--- config.mk ---
export PLATFORM = sky130hd
export DESIGN_NAME = multi_timer_one_shot_periodic_flat
export DESIGN_NICKNAME = d
export VERILOG_FILES = /design/src/mtmr_pkg.sv /design/src/mtmr_in_if.sv /design/src/mtmr_out_if.sv /design/src/multi_timer_one_shot_periodic.sv /design/src/mtmr_cell.sv /design/src/mtmr_chain.sv /design/src/flat_wrapper.sv
export SDC_FILE = /design/constraint.sdc
export NUM_CORES = 2
export LEC_CHECK = 0
export ABC_CLOCK_PERIOD_IN_PS = 9060
export BUFFER_PORTS_ARGS = -buffer_cell sky130_fd_sc_hd__buf_2
export CORE_MARGIN = 2
export CORE_UTILIZATION = 63
export CTS_CLUSTER_SIZE = 28
export DETAILED_ROUTE_END_ITERATION = 8
export GPL_ROUTABILITY_DRIVEN = 0
export HOLD_SLACK_MARGIN = 0.02
export PLACE_DENSITY = 0.87
export SYNTH_ARGS = -nofsm -noshare
export SYNTH_HDL_FRONTEND = slang
export SYNTH_SLANG_ARGS = --single-unit
--- constraint.sdc ---
create_clock -name clk_i -period 9.06 [get_ports clk_i]
set_clock_uncertainty 0.15 [all_clocks]
set_input_delay 2.265 -clock clk_i [delete_from_list [all_inputs] [get_ports clk_i]]
set_output_delay 2.265 -clock clk_i [all_outputs]
set_load 0.01 [all_outputs]
--- src/mtmr_pkg.sv ---
package mtmr_pkg;

  localparam int NumTimersDef = 16;
  localparam int IdW          = 16;
  localparam int TicksW       = 20;
  localparam int TagW         = 32;
  localparam int TickMsW      = 10;
  localparam int DurW         = 20;

  localparam logic [TickMsW-1:0] TickMsRst = TickMsW'(10);
  localparam logic [IdW-1:0]     IdFirst   = IdW'(1);

  localparam logic [1:0] FUNC_START  = 2'd0;
  localparam logic [1:0] FUNC_CANCEL = 2'd1;
  localparam logic [1:0] FUNC_TICK   = 2'd2;

  localparam logic [1:0] KIND_START  = 2'd0;
  localparam logic [1:0] KIND_CANCEL = 2'd1;
  localparam logic [1:0] KIND_EXPIRY = 2'd2;

  typedef struct packed {
    logic              vld;
    logic [IdW-1:0]    id;
    logic [TicksW-1:0] left;
    logic [TicksW-1:0] reload;
    logic [TagW-1:0]   tag;
  } entry_t;

  typedef enum logic [1:0] {
    CELL_HOLD,
    CELL_SHL,
    CELL_SHR,
    CELL_SORT
  } cell_op_e;

  typedef struct packed {
    cell_op_e op;
    logic     phase;
  } cell_ctrl_t;

endpackage

--- src/mtmr_in_if.sv ---
interface mtmr_in_if import mtmr_pkg::*; ();
  logic               valid;
  logic               ready;
  logic [1:0]         func;
  logic [DurW-1:0]    duration_ms;
  logic               periodic;
  logic [IdW-1:0]     cancel_id;
  logic [TagW-1:0]    user_tag;

  modport source (output valid, func, duration_ms, periodic, cancel_id, user_tag,
                  input ready);
  modport sink (input valid, func, duration_ms, periodic, cancel_id, user_tag,
                output ready);
endinterface

--- src/mtmr_out_if.sv ---
interface mtmr_out_if import mtmr_pkg::*; ();
  logic               valid;
  logic               ready;
  logic [1:0]         kind;
  logic               ok;
  logic [IdW-1:0]     timer_id;
  logic [TagW-1:0]    tag_out;
  logic               removed;
  logic               last;

  modport source (output valid, kind, ok, timer_id, tag_out, removed, last,
                  input ready);
  modport sink (input valid, kind, ok, timer_id, tag_out, removed, last,
                output ready);
endinterface

--- src/multi_timer_one_shot_periodic.sv ---
// Bank of NUM_TIMERS one-shot/periodic timers held in a chain of cells, newest
// first. A start item runs a 21-step bit-serial divider that rounds the
// duration up to ticks, then replies with the new id; a rejected start goes
// straight to the reply. A cancel item makes one rotation of the chain past a
// compare at the head, then NUM_TIMERS odd-even rounds that close gaps, then
// the reply. A tick item makes the same rotation, which decrements each timer
// at the head and emits expiries newest first, one per cycle at most, then
// flushes the last held expiry and runs the same compaction. Every item also
// waits out any output stalls. Inputs are taken only when idle; results leave
// through a registered output stage.
module multi_timer_one_shot_periodic import mtmr_pkg::*; #(
  parameter int NUM_TIMERS = NumTimersDef
) (
  input  logic               clk_i,
  input  logic               rst_ni,
  input  logic               cfg_we_i,
  input  logic [TickMsW-1:0] cfg_wdata_i,
  mtmr_in_if.sink            in_if,
  mtmr_out_if.source         out_if
);

  localparam int CntW = $clog2(NUM_TIMERS + 1);
  localparam int StpW = $clog2(NUM_TIMERS);
  localparam logic [StpW-1:0] StpLast = StpW'(NUM_TIMERS - 1);
  localparam logic [CntW-1:0] CntFull = CntW'(NUM_TIMERS);

  typedef enum logic [5:0] {
    ST_IDLE  = 6'b000001,
    ST_DIV   = 6'b000010,
    ST_REPLY = 6'b000100,
    ST_PASS  = 6'b001000,
    ST_FLUSH = 6'b010000,
    ST_SORT  = 6'b100000
  } state_e;

  typedef struct packed {
    logic [IdW-1:0]  id;
    logic [TagW-1:0] tag;
    logic            removed;
  } expiry_t;

  state_e             state_q, state_d;
  logic [TickMsW-1:0] tick_ms_q;
  logic [TickMsW-1:0] tdiv;
  logic [1:0]         func_q;
  logic               per_q;
  logic [IdW-1:0]     cid_q;
  logic [TagW-1:0]    tag_q;
  logic [DurW:0]      num_q, num_d;
  logic [TickMsW-1:0] rem_q, rem_d;
  logic [4:0]         dcnt_q, dcnt_d;
  logic [TickMsW:0]   trial;
  logic [IdW-1:0]     next_id_q, next_id_d;
  logic [CntW-1:0]    cnt_q, cnt_d;
  logic [StpW-1:0]    stp_q, stp_d;
  logic               found_q, found_d;
  logic               rep_ok_q, rep_ok_d;
  logic [IdW-1:0]     rep_id_q, rep_id_d;
  logic               ins_q, ins_d;
  logic               hold_vld_q, hold_vld_d;
  expiry_t            hold_q, hold_d;

  logic               out_vld_q;
  logic [1:0]         out_kind_q, out_kind_d;
  logic               out_ok_q, out_ok_d;
  logic [IdW-1:0]     out_id_q, out_id_d;
  logic [TagW-1:0]    out_tag_q, out_tag_d;
  logic               out_rem_q, out_rem_d;
  logic               out_last_q, out_last_d;
  logic               out_ld, out_free;

  cell_ctrl_t             ctrl;
  entry_t                 ins, head, proc_e;
  logic [NUM_TIMERS-1:0]  vld_vec, cnt_mask;
  logic [TicksW-1:0]      left_n;
  logic                   expire, match, advance;
  logic                   in_acc;

  mtmr_chain #(.NumTimers(NUM_TIMERS)) u_chain (
    .clk_i  (clk_i),
    .rst_ni (rst_ni),
    .ctrl_i (ctrl),
    .ins_i  (ins),
    .head_o (head),
    .vld_o  (vld_vec)
  );

  assign tdiv     = (tick_ms_q == '0) ? TickMsW'(1) : tick_ms_q;
  assign trial    = {rem_q, num_q[DurW]};
  assign out_free = !out_vld_q || out_if.ready;
  assign in_if.ready = (state_q == ST_IDLE);
  assign in_acc   = in_if.valid && in_if.ready;

  assign left_n = (head.left == '0) ? '0 : head.left - TicksW'(1);
  assign expire = (func_q == FUNC_TICK) && head.vld && (left_n == '0);
  assign match  = (func_q == FUNC_CANCEL) && head.vld && (head.id == cid_q) && !found_q;

  always_comb begin
    proc_e = head;
    if (func_q == FUNC_TICK && head.vld) begin
      proc_e.left = left_n;
      if (expire) begin
        if (head.reload != '0) proc_e.left = head.reload;
        else proc_e.vld = 1'b0;
      end
    end
    if (match) proc_e.vld = 1'b0;
  end

  assign advance = !expire || !hold_vld_q || out_free;

  always_comb begin
    state_d    = state_q;
    num_d      = num_q;
    rem_d      = rem_q;
    dcnt_d     = dcnt_q;
    next_id_d  = next_id_q;
    cnt_d      = cnt_q;
    stp_d      = stp_q;
    found_d    = found_q;
    rep_ok_d   = rep_ok_q;
    rep_id_d   = rep_id_q;
    ins_d      = ins_q;
    hold_vld_d = hold_vld_q;
    hold_d     = hold_q;
    out_ld     = 1'b0;
    out_kind_d = out_kind_q;
    out_ok_d   = out_ok_q;
    out_id_d   = out_id_q;
    out_tag_d  = out_tag_q;
    out_rem_d  = out_rem_q;
    out_last_d = out_last_q;
    ctrl.op    = CELL_HOLD;
    ctrl.phase = stp_q[0];
    ins        = proc_e;

    unique case (state_q)
      ST_IDLE: begin
        if (in_acc) begin
          stp_d   = '0;
          found_d = 1'b0;
          unique case (in_if.func) inside
            FUNC_START: begin
              if (in_if.duration_ms == '0 || cnt_q == CntFull) begin
                rep_ok_d = 1'b0;
                rep_id_d = '0;
                ins_d    = 1'b0;
                state_d  = ST_REPLY;
              end else begin
                num_d   = {1'b0, in_if.duration_ms} + (DurW+1)'(tdiv) - (DurW+1)'(1);
                rem_d   = '0;
                dcnt_d  = '0;
                state_d = ST_DIV;
              end
            end
            FUNC_CANCEL, FUNC_TICK: state_d = ST_PASS;
            default: state_d = ST_IDLE;
          endcase
        end
      end
      ST_DIV: begin
        if (trial >= {1'b0, tdiv}) begin
          rem_d = TickMsW'(trial - {1'b0, tdiv});
          num_d = {num_q[DurW-1:0], 1'b1};
        end else begin
          rem_d = trial[TickMsW-1:0];
          num_d = {num_q[DurW-1:0], 1'b0};
        end
        dcnt_d = dcnt_q + 5'd1;
        if (dcnt_q == 5'(DurW)) begin
          rep_ok_d = 1'b1;
          rep_id_d = next_id_q;
          ins_d    = 1'b1;
          state_d  = ST_REPLY;
        end
      end
      ST_REPLY: begin
        if (out_free) begin
          out_ld     = 1'b1;
          out_kind_d = (func_q == FUNC_START) ? KIND_START : KIND_CANCEL;
          out_ok_d   = rep_ok_q;
          out_id_d   = rep_id_q;
          out_tag_d  = '0;
          out_rem_d  = 1'b0;
          out_last_d = 1'b1;
          if (ins_q) begin
            ctrl.op    = CELL_SHR;
            ins.vld    = 1'b1;
            ins.id     = next_id_q;
            ins.left   = num_q[TicksW-1:0];
            ins.reload = per_q ? num_q[TicksW-1:0] : '0;
            ins.tag    = tag_q;
            next_id_d  = (next_id_q == '1) ? IdFirst : next_id_q + IdW'(1);
            cnt_d      = cnt_q + CntW'(1);
          end
          state_d = ST_IDLE;
        end
      end
      ST_PASS: begin
        if (advance) begin
          ctrl.op = CELL_SHL;
          stp_d   = stp_q + StpW'(1);
          if (expire) begin
            if (hold_vld_q) begin
              out_ld     = 1'b1;
              out_kind_d = KIND_EXPIRY;
              out_ok_d   = 1'b1;
              out_id_d   = hold_q.id;
              out_tag_d  = hold_q.tag;
              out_rem_d  = hold_q.removed;
              out_last_d = 1'b0;
            end
            hold_vld_d     = 1'b1;
            hold_d.id      = head.id;
            hold_d.tag     = head.tag;
            hold_d.removed = (head.reload == '0);
            if (head.reload == '0) cnt_d = cnt_q - CntW'(1);
          end
          if (match) begin
            found_d = 1'b1;
            cnt_d   = cnt_q - CntW'(1);
          end
          if (stp_q == StpLast) begin
            stp_d    = '0;
            rep_ok_d = found_q || match;
            rep_id_d = (found_q || match) ? cid_q : '0;
            ins_d    = 1'b0;
            state_d  = (func_q == FUNC_TICK) ? ST_FLUSH : ST_SORT;
          end
        end
      end
      ST_FLUSH: begin
        if (!hold_vld_q) begin
          state_d = ST_SORT;
        end else if (out_free) begin
          out_ld     = 1'b1;
          out_kind_d = KIND_EXPIRY;
          out_ok_d   = 1'b1;
          out_id_d   = hold_q.id;
          out_tag_d  = hold_q.tag;
          out_rem_d  = hold_q.removed;
          out_last_d = 1'b1;
          hold_vld_d = 1'b0;
          state_d    = ST_SORT;
        end
      end
      ST_SORT: begin
        ctrl.op = CELL_SORT;
        stp_d   = stp_q + StpW'(1);
        if (stp_q == StpLast) begin
          stp_d   = '0;
          state_d = (func_q == FUNC_CANCEL) ? ST_REPLY : ST_IDLE;
        end
      end
      default: state_d = ST_IDLE;
    endcase
  end

  always_ff @(posedge clk_i or negedge rst_ni) begin
    if (!rst_ni) begin
      state_q    <= ST_IDLE;
      tick_ms_q  <= TickMsRst;
      next_id_q  <= IdFirst;
      cnt_q      <= '0;
      stp_q      <= '0;
      found_q    <= 1'b0;
      ins_q      <= 1'b0;
      hold_vld_q <= 1'b0;
      out_vld_q  <= 1'b0;
      dcnt_q     <= '0;
    end else begin
      state_q    <= state_d;
      if (cfg_we_i) tick_ms_q <= cfg_wdata_i;
      next_id_q  <= next_id_d;
      cnt_q      <= cnt_d;
      stp_q      <= stp_d;
      found_q    <= found_d;
      ins_q      <= ins_d;
      hold_vld_q <= hold_vld_d;
      dcnt_q     <= dcnt_d;
      if (out_ld) out_vld_q <= 1'b1;
      else if (out_if.ready) out_vld_q <= 1'b0;
    end
  end

  always_ff @(posedge clk_i) begin
    num_q    <= num_d;
    rem_q    <= rem_d;
    rep_ok_q <= rep_ok_d;
    rep_id_q <= rep_id_d;
    hold_q   <= hold_d;
    if (in_acc) begin
      func_q <= in_if.func;
      per_q  <= in_if.periodic;
      cid_q  <= in_if.cancel_id;
      tag_q  <= in_if.user_tag;
    end
    if (out_ld) begin
      out_kind_q <= out_kind_d;
      out_ok_q   <= out_ok_d;
      out_id_q   <= out_id_d;
      out_tag_q  <= out_tag_d;
      out_rem_q  <= out_rem_d;
      out_last_q <= out_last_d;
    end
  end

  assign out_if.valid    = out_vld_q;
  assign out_if.kind     = out_kind_q;
  assign out_if.ok       = out_ok_q;
  assign out_if.timer_id = out_id_q;
  assign out_if.tag_out  = out_tag_q;
  assign out_if.removed  = out_rem_q;
  assign out_if.last     = out_last_q;

  always_comb begin
    for (int i = 0; i < NUM_TIMERS; i++) begin
      cnt_mask[i] = (CntW'(i) < cnt_q);
    end
  end

  a_cnt_range: assert property (@(posedge clk_i) disable iff (!rst_ni)
    cnt_q <= CntFull) else $error("live count above bank size");

  a_compact: assert property (@(posedge clk_i) disable iff (!rst_ni)
    (state_q == ST_IDLE) |-> (vld_vec == cnt_mask)) else $error("bank not compact when idle");

  a_hold: assert property (@(posedge clk_i) disable iff (!rst_ni)
    hold_vld_q |-> (state_q == ST_PASS || state_q == ST_FLUSH))
    else $error("pending expiry outside tick pass");

endmodule

--- src/mtmr_cell.sv ---
module mtmr_cell import mtmr_pkg::*; #(
  parameter bit IsFirst = 1'b0,
  parameter bit IsLast  = 1'b0,
  parameter bit Odd     = 1'b0
) (
  input  logic       clk_i,
  input  logic       rst_ni,
  input  cell_ctrl_t ctrl_i,
  input  entry_t     prv_i,
  input  entry_t     nxt_i,
  output entry_t     ent_o
);

  entry_t ent_q, ent_d;

  always_comb begin
    ent_d = ent_q;
    case (ctrl_i.op)
      CELL_SHL: ent_d = nxt_i;
      CELL_SHR: ent_d = prv_i;
      CELL_SORT: begin
        if (Odd == ctrl_i.phase) begin
          if (!IsLast && !ent_q.vld && nxt_i.vld) ent_d = nxt_i;
        end else begin
          if (!IsFirst && !prv_i.vld && ent_q.vld) ent_d = prv_i;
        end
      end
      default: ent_d = ent_q;
    endcase
  end

  always_ff @(posedge clk_i or negedge rst_ni) begin
    if (!rst_ni) begin
      ent_q.vld <= 1'b0;
    end else begin
      ent_q <= ent_d;
    end
  end

  assign ent_o = ent_q;

endmodule

--- src/mtmr_chain.sv ---
module mtmr_chain import mtmr_pkg::*; #(
  parameter int NumTimers = NumTimersDef
) (
  input  logic                 clk_i,
  input  logic                 rst_ni,
  input  cell_ctrl_t           ctrl_i,
  input  entry_t               ins_i,
  output entry_t               head_o,
  output logic [NumTimers-1:0] vld_o
);

  entry_t ent [NumTimers];

  for (genvar i = 0; i < NumTimers; i++) begin : g_cell
    entry_t prv, nxt;
    if (i == 0) begin : g_p0
      assign prv = ins_i;
    end else begin : g_pn
      assign prv = ent[i-1];
    end
    if (i == NumTimers - 1) begin : g_n0
      assign nxt = ins_i;
    end else begin : g_nn
      assign nxt = ent[i+1];
    end

    mtmr_cell #(
      .IsFirst (i == 0),
      .IsLast  (i == NumTimers - 1),
      .Odd     (1'(i % 2))
    ) u_cell (
      .clk_i  (clk_i),
      .rst_ni (rst_ni),
      .ctrl_i (ctrl_i),
      .prv_i  (prv),
      .nxt_i  (nxt),
      .ent_o  (ent[i])
    );

    assign vld_o[i] = ent[i].vld;
  end

  assign head_o = ent[0];

endmodule

--- src/flat_wrapper.sv ---
// flat-port wrapper written by rule: the top's interface ports become plain ports
module multi_timer_one_shot_periodic_flat import mtmr_pkg::*;
#(
  parameter int NUM_TIMERS = NumTimersDef
)
  (clk_i, rst_ni, cfg_we_i, cfg_wdata_i, in_if_valid, in_if_func, in_if_duration_ms, in_if_periodic, in_if_cancel_id, in_if_user_tag, in_if_ready, out_if_valid, out_if_kind, out_if_ok, out_if_timer_id, out_if_tag_out, out_if_removed, out_if_last, out_if_ready);
  mtmr_in_if in_if_i ();
  mtmr_out_if out_if_i ();
  input  logic clk_i;
  input  logic rst_ni;
  input  logic cfg_we_i;
  input  logic [TickMsW-1:0] cfg_wdata_i;
  input wire logic [$bits(in_if_i.valid)-1:0] in_if_valid;
  input wire logic [$bits(in_if_i.func)-1:0] in_if_func;
  input wire logic [$bits(in_if_i.duration_ms)-1:0] in_if_duration_ms;
  input wire logic [$bits(in_if_i.periodic)-1:0] in_if_periodic;
  input wire logic [$bits(in_if_i.cancel_id)-1:0] in_if_cancel_id;
  input wire logic [$bits(in_if_i.user_tag)-1:0] in_if_user_tag;
  output wire logic [$bits(in_if_i.ready)-1:0] in_if_ready;
  output wire logic [$bits(out_if_i.valid)-1:0] out_if_valid;
  output wire logic [$bits(out_if_i.kind)-1:0] out_if_kind;
  output wire logic [$bits(out_if_i.ok)-1:0] out_if_ok;
  output wire logic [$bits(out_if_i.timer_id)-1:0] out_if_timer_id;
  output wire logic [$bits(out_if_i.tag_out)-1:0] out_if_tag_out;
  output wire logic [$bits(out_if_i.removed)-1:0] out_if_removed;
  output wire logic [$bits(out_if_i.last)-1:0] out_if_last;
  input wire logic [$bits(out_if_i.ready)-1:0] out_if_ready;
  assign in_if_i.valid = in_if_valid;
  assign in_if_i.func = in_if_func;
  assign in_if_i.duration_ms = in_if_duration_ms;
  assign in_if_i.periodic = in_if_periodic;
  assign in_if_i.cancel_id = in_if_cancel_id;
  assign in_if_i.user_tag = in_if_user_tag;
  assign in_if_ready = in_if_i.ready;
  assign out_if_valid = out_if_i.valid;
  assign out_if_kind = out_if_i.kind;
  assign out_if_ok = out_if_i.ok;
  assign out_if_timer_id = out_if_i.timer_id;
  assign out_if_tag_out = out_if_i.tag_out;
  assign out_if_removed = out_if_i.removed;
  assign out_if_last = out_if_i.last;
  assign out_if_i.ready = out_if_ready;
  multi_timer_one_shot_periodic #(.NUM_TIMERS(NUM_TIMERS)) u_core (.clk_i(clk_i), .rst_ni(rst_ni), .cfg_we_i(cfg_we_i), .cfg_wdata_i(cfg_wdata_i), .in_if(in_if_i), .out_if(out_if_i));
endmodule
==> flow_metrics.tcl <==
set metrics [dict create \
    status "complete, no violations" \
    worstPathArrival_ns 5.96 \
    cp_max_fo 36 \
    total_power_mw 23.4 \
    start_util_pct 63.6 \
    synthToLayoutAreaGrowth_pct 10.6 \
    yosys.area_share.xor_xnor_pct 0.819 \
    rows 124 \
    ir_drop_mv 0.364 \
    htreeDepth 4 \
    firstDrtPassIters 5 \
    power_density_nw_per_um2 291 \
    yosys.area_share.simple_pct 5.52 \
    cap_violations 0 \
    syn_inst 4585 \
    crit_type "flop to flop" \
    final_nets 4862 \
    syn_nets 4729 \
    synth_top_cell_by_area "edfxtp_1" \
    wl_per_cell_um 26.0 \
    setup_tns_ns 0 \
    yosys-top-cells-area "edfxtp_1 (66%), mux2_2 (19%), nand2_1 (2.9%)" \
    ant_nets 0 \
    most-common-layout-cells "edfxtp_1 (1609), mux2_2 (1250), nand2_1 (552)" \
    static-leakage-power_nw 28.0 \
    min_path_cells 0 \
    slew_viol_final 0 \
    period_needed_ns 5.72 \
    worst_setup_path_start_kind "flop" \
    syn_area_sq_um 72700 \
    insertion_delay_ns 0.78 \
    antenna_found_initial 2 \
    required_ns 9.30 \
    syn_area_per_cell_sq_um 15.9 \
    grt_pass1_wl_um 249000 \
    io_buffer_count 140 \
    globalRoute.totalOverflow 0 \
    cts-root-buf "clkbuf_16" \
    grt_use_met1_pct 38.1 \
    final_cells 6365 \
    die-area_sq_um 118000 \
    dp_cells 6066 \
    drive_gt1_share_pct 35.7 \
    cts_tree "built" \
    grt_pass1_vias 42168 \
    fmax_mhz 175 \
    die_h_um 344 \
    synth_compound_area_share_pct 2.74 \
    synthFlopType "edfxtp_1" \
    hpwl_um 91200 \
    setup_viol 0 \
    use_met2_pct 44.9 \
    die_w_um 344 \
    ys_async_sr_fraction_pct 3.94 \
    synth_edf_count 1609 \
    wl_um 166000 \
    max-slew-margin-rel_pct 24.0 \
    pin_count 141 \
    yosysTopAreaCellShare_pct 66.5 \
    fin_area_sq_um 80400 \
    antenna_cells 0 \
    grt_max_degree 157 \
    reg2reg_slack_ns 3.34 \
    final_common_cell "edfxtp_1" \
    max-clock-path-buffers 3 \
    rsz0062_at_grt "no" \
    grtUsageMet3_pct 5.35 \
    avgViaCountPerCell 6.53 \
    synthMuxAreaShare_pct 19.4 \
    r2r_cells 13 \
    cp-end-kind "flop" \
    synthAdderAreaFrac_pct 1.03 \
    groute.usage.overall_pct 27.7 \
    ys_warn_count 0 \
    synthDistinctLibCells 79 \
    clk_pin_slew_ns 0.07 \
    drc 0 \
    worst_pin_slew_ns 1.14 \
    post_cts_buffers 0 \
    yosysSeqAreaShare_pct 68.8 \
    numCtsBuffers 162 \
    dpl-instance-area_sq_um 75300 \
    numClockSinks 1675 \
    drtIter0Drc 4937 \
    cts_resized 0 \
    busiest_layer "met2" \
    fp.coreArea_sq_um 114000 \
    finalHoldViolations 0 \
    fin_crit_sh_pct 63.2 \
    vias 41546 \
    timing.hold.ws_ns 0.349 \
    synth_seq_cells 1675 \
    synth_top_family_by_area "multiplexers" \
    cts_hold_buf 0 \
    hold_path.class "flop to flop" \
]
-- worst max-delay path, stage by stage (launching register included) --
cell      delay [ns]
edfxtp_1        0.45
inv_1           0.18
ha_1            0.40
or3b_1          0.50
a21o_1          0.21
a211o_1         0.30
and4_4          0.20
a31o_2          0.31
o211ai_2        0.15
buf_4           0.34
nand2_1         0.39
buf_4           0.41
a31oi_4         0.64
buf_4           0.65
-- kinds of logic after synthesis --
group,count (synthesis)
compound gates,315
xor+xnor,68
fa+ha+maj,58
buf+inv,317
flops,1675
mux,1254
simple gates,898
-- registers in the layout, indices dropped and copies added, names as in the netlist, 2 cells and up --
| signal | cells |
|---|---|
| u_core.u_chain.g_cell.u_cell.ent_o | 1424 |
| u_core.hold_q | 49 |
| u_core.out_if.tag_out | 32 |
| u_core.tag_q | 32 |
| u_core.num_q | 21 |
| u_core.cid_q | 16 |
| u_core.next_id_q | 16 |
| u_core.out_if.timer_id | 16 |
| u_core.rep_id_q | 16 |
| u_core.rem_q | 10 |
| u_core.tick_ms_q | 10 |
| u_core.state_q | 6 |
| u_core.cnt_q | 5 |
| u_core.dcnt_q | 5 |
| u_core.stp_q | 4 |
| u_core.func_q | 2 |
| u_core.out_if.kind | 2 |
-- layer usage --
layer  part of all wire (%)  up-vias
met2                     48     2446
met4                    2.7        0
li1                       -    17659
met1                     40    21097
met3                    9.5      344
met5                      0        -
-- final cells by class --
class                   instances  area [sq um]
clock buffers                 212          4350
clock inverters                87           752
fillers                      6644         33900
inverters                      80           300
multi-input cells            2593         21800
flip-flops and latches       1675         50000
well taps                    1512          1890
repair buffers                206          1380
-- synth_stat cells, types with 4 or more instances --
library cell and count:
edfxtp_1 1609, mux2_2 1250, nand2_1 554, clkbuf_1 205, nor2_1 91, a21oi_1 89, inv_1 80, o21ai_0 80
dfrtp_1 62, ha_1 55, nand3_1 53, xnor2_1 42, nor3_1 41, and2_1 38, a31oi_1 26, xor2_1 26
o22ai_1 21, buf_2 20, nor4_1 20, a22o_1 18, nand4_1 17, nor2b_1 14, or3_1 14, a211oi_1 10
a21o_1 10, a221oi_1 8, o31ai_1 8, and3_1 7, buf_1 6, nand2b_1 6, nand3b_1 6, or2_2 6
o211ai_1 5, buf_4 4, dfstp_2 4, mux2i_1 4, nor3b_1 4, nor4b_1 4, or4_1 4
-- per-stage QoR --
step,setup WS (ns),util (%)
after floorplan,0.265,-
after global placement,3.17,65.9
after detailed placement,3.13,65.9
after CTS,3.43,70.3
after global routing,3.11,70.3
final,3.34,70.3
-- where the power goes --
part	internal [mW]	switching (mW)
Sequential	11.1	0.990
Clock	3.68	2.91
Combinational	1.81	2.92
Total	16.5	6.81
-- path summary, 6_finish.rpt --
| path | to | from |
|---|---|---|
| max | u_core.u_chain.g_cell[12].u_cell.ent_o[10] | u_core.u_chain.g_cell[0].u_cell.ent_o[52] |
| min | u_core.hold_q[7] | u_core.u_chain.g_cell[0].u_cell.ent_o[6] |
| max reg2reg | u_core.u_chain.g_cell[12].u_cell.ent_o[10] | u_core.u_chain.g_cell[0].u_cell.ent_o[52] |
| min reg2reg | u_core.hold_q[7] | u_core.u_chain.g_cell[0].u_cell.ent_o[6] |
| max in group asynchronous | u_core.next_id_q[12] | rst_ni |
| min in group asynchronous | u_core.hold_vld_q | rst_ni |
Power figures use the tool's default switching activity.
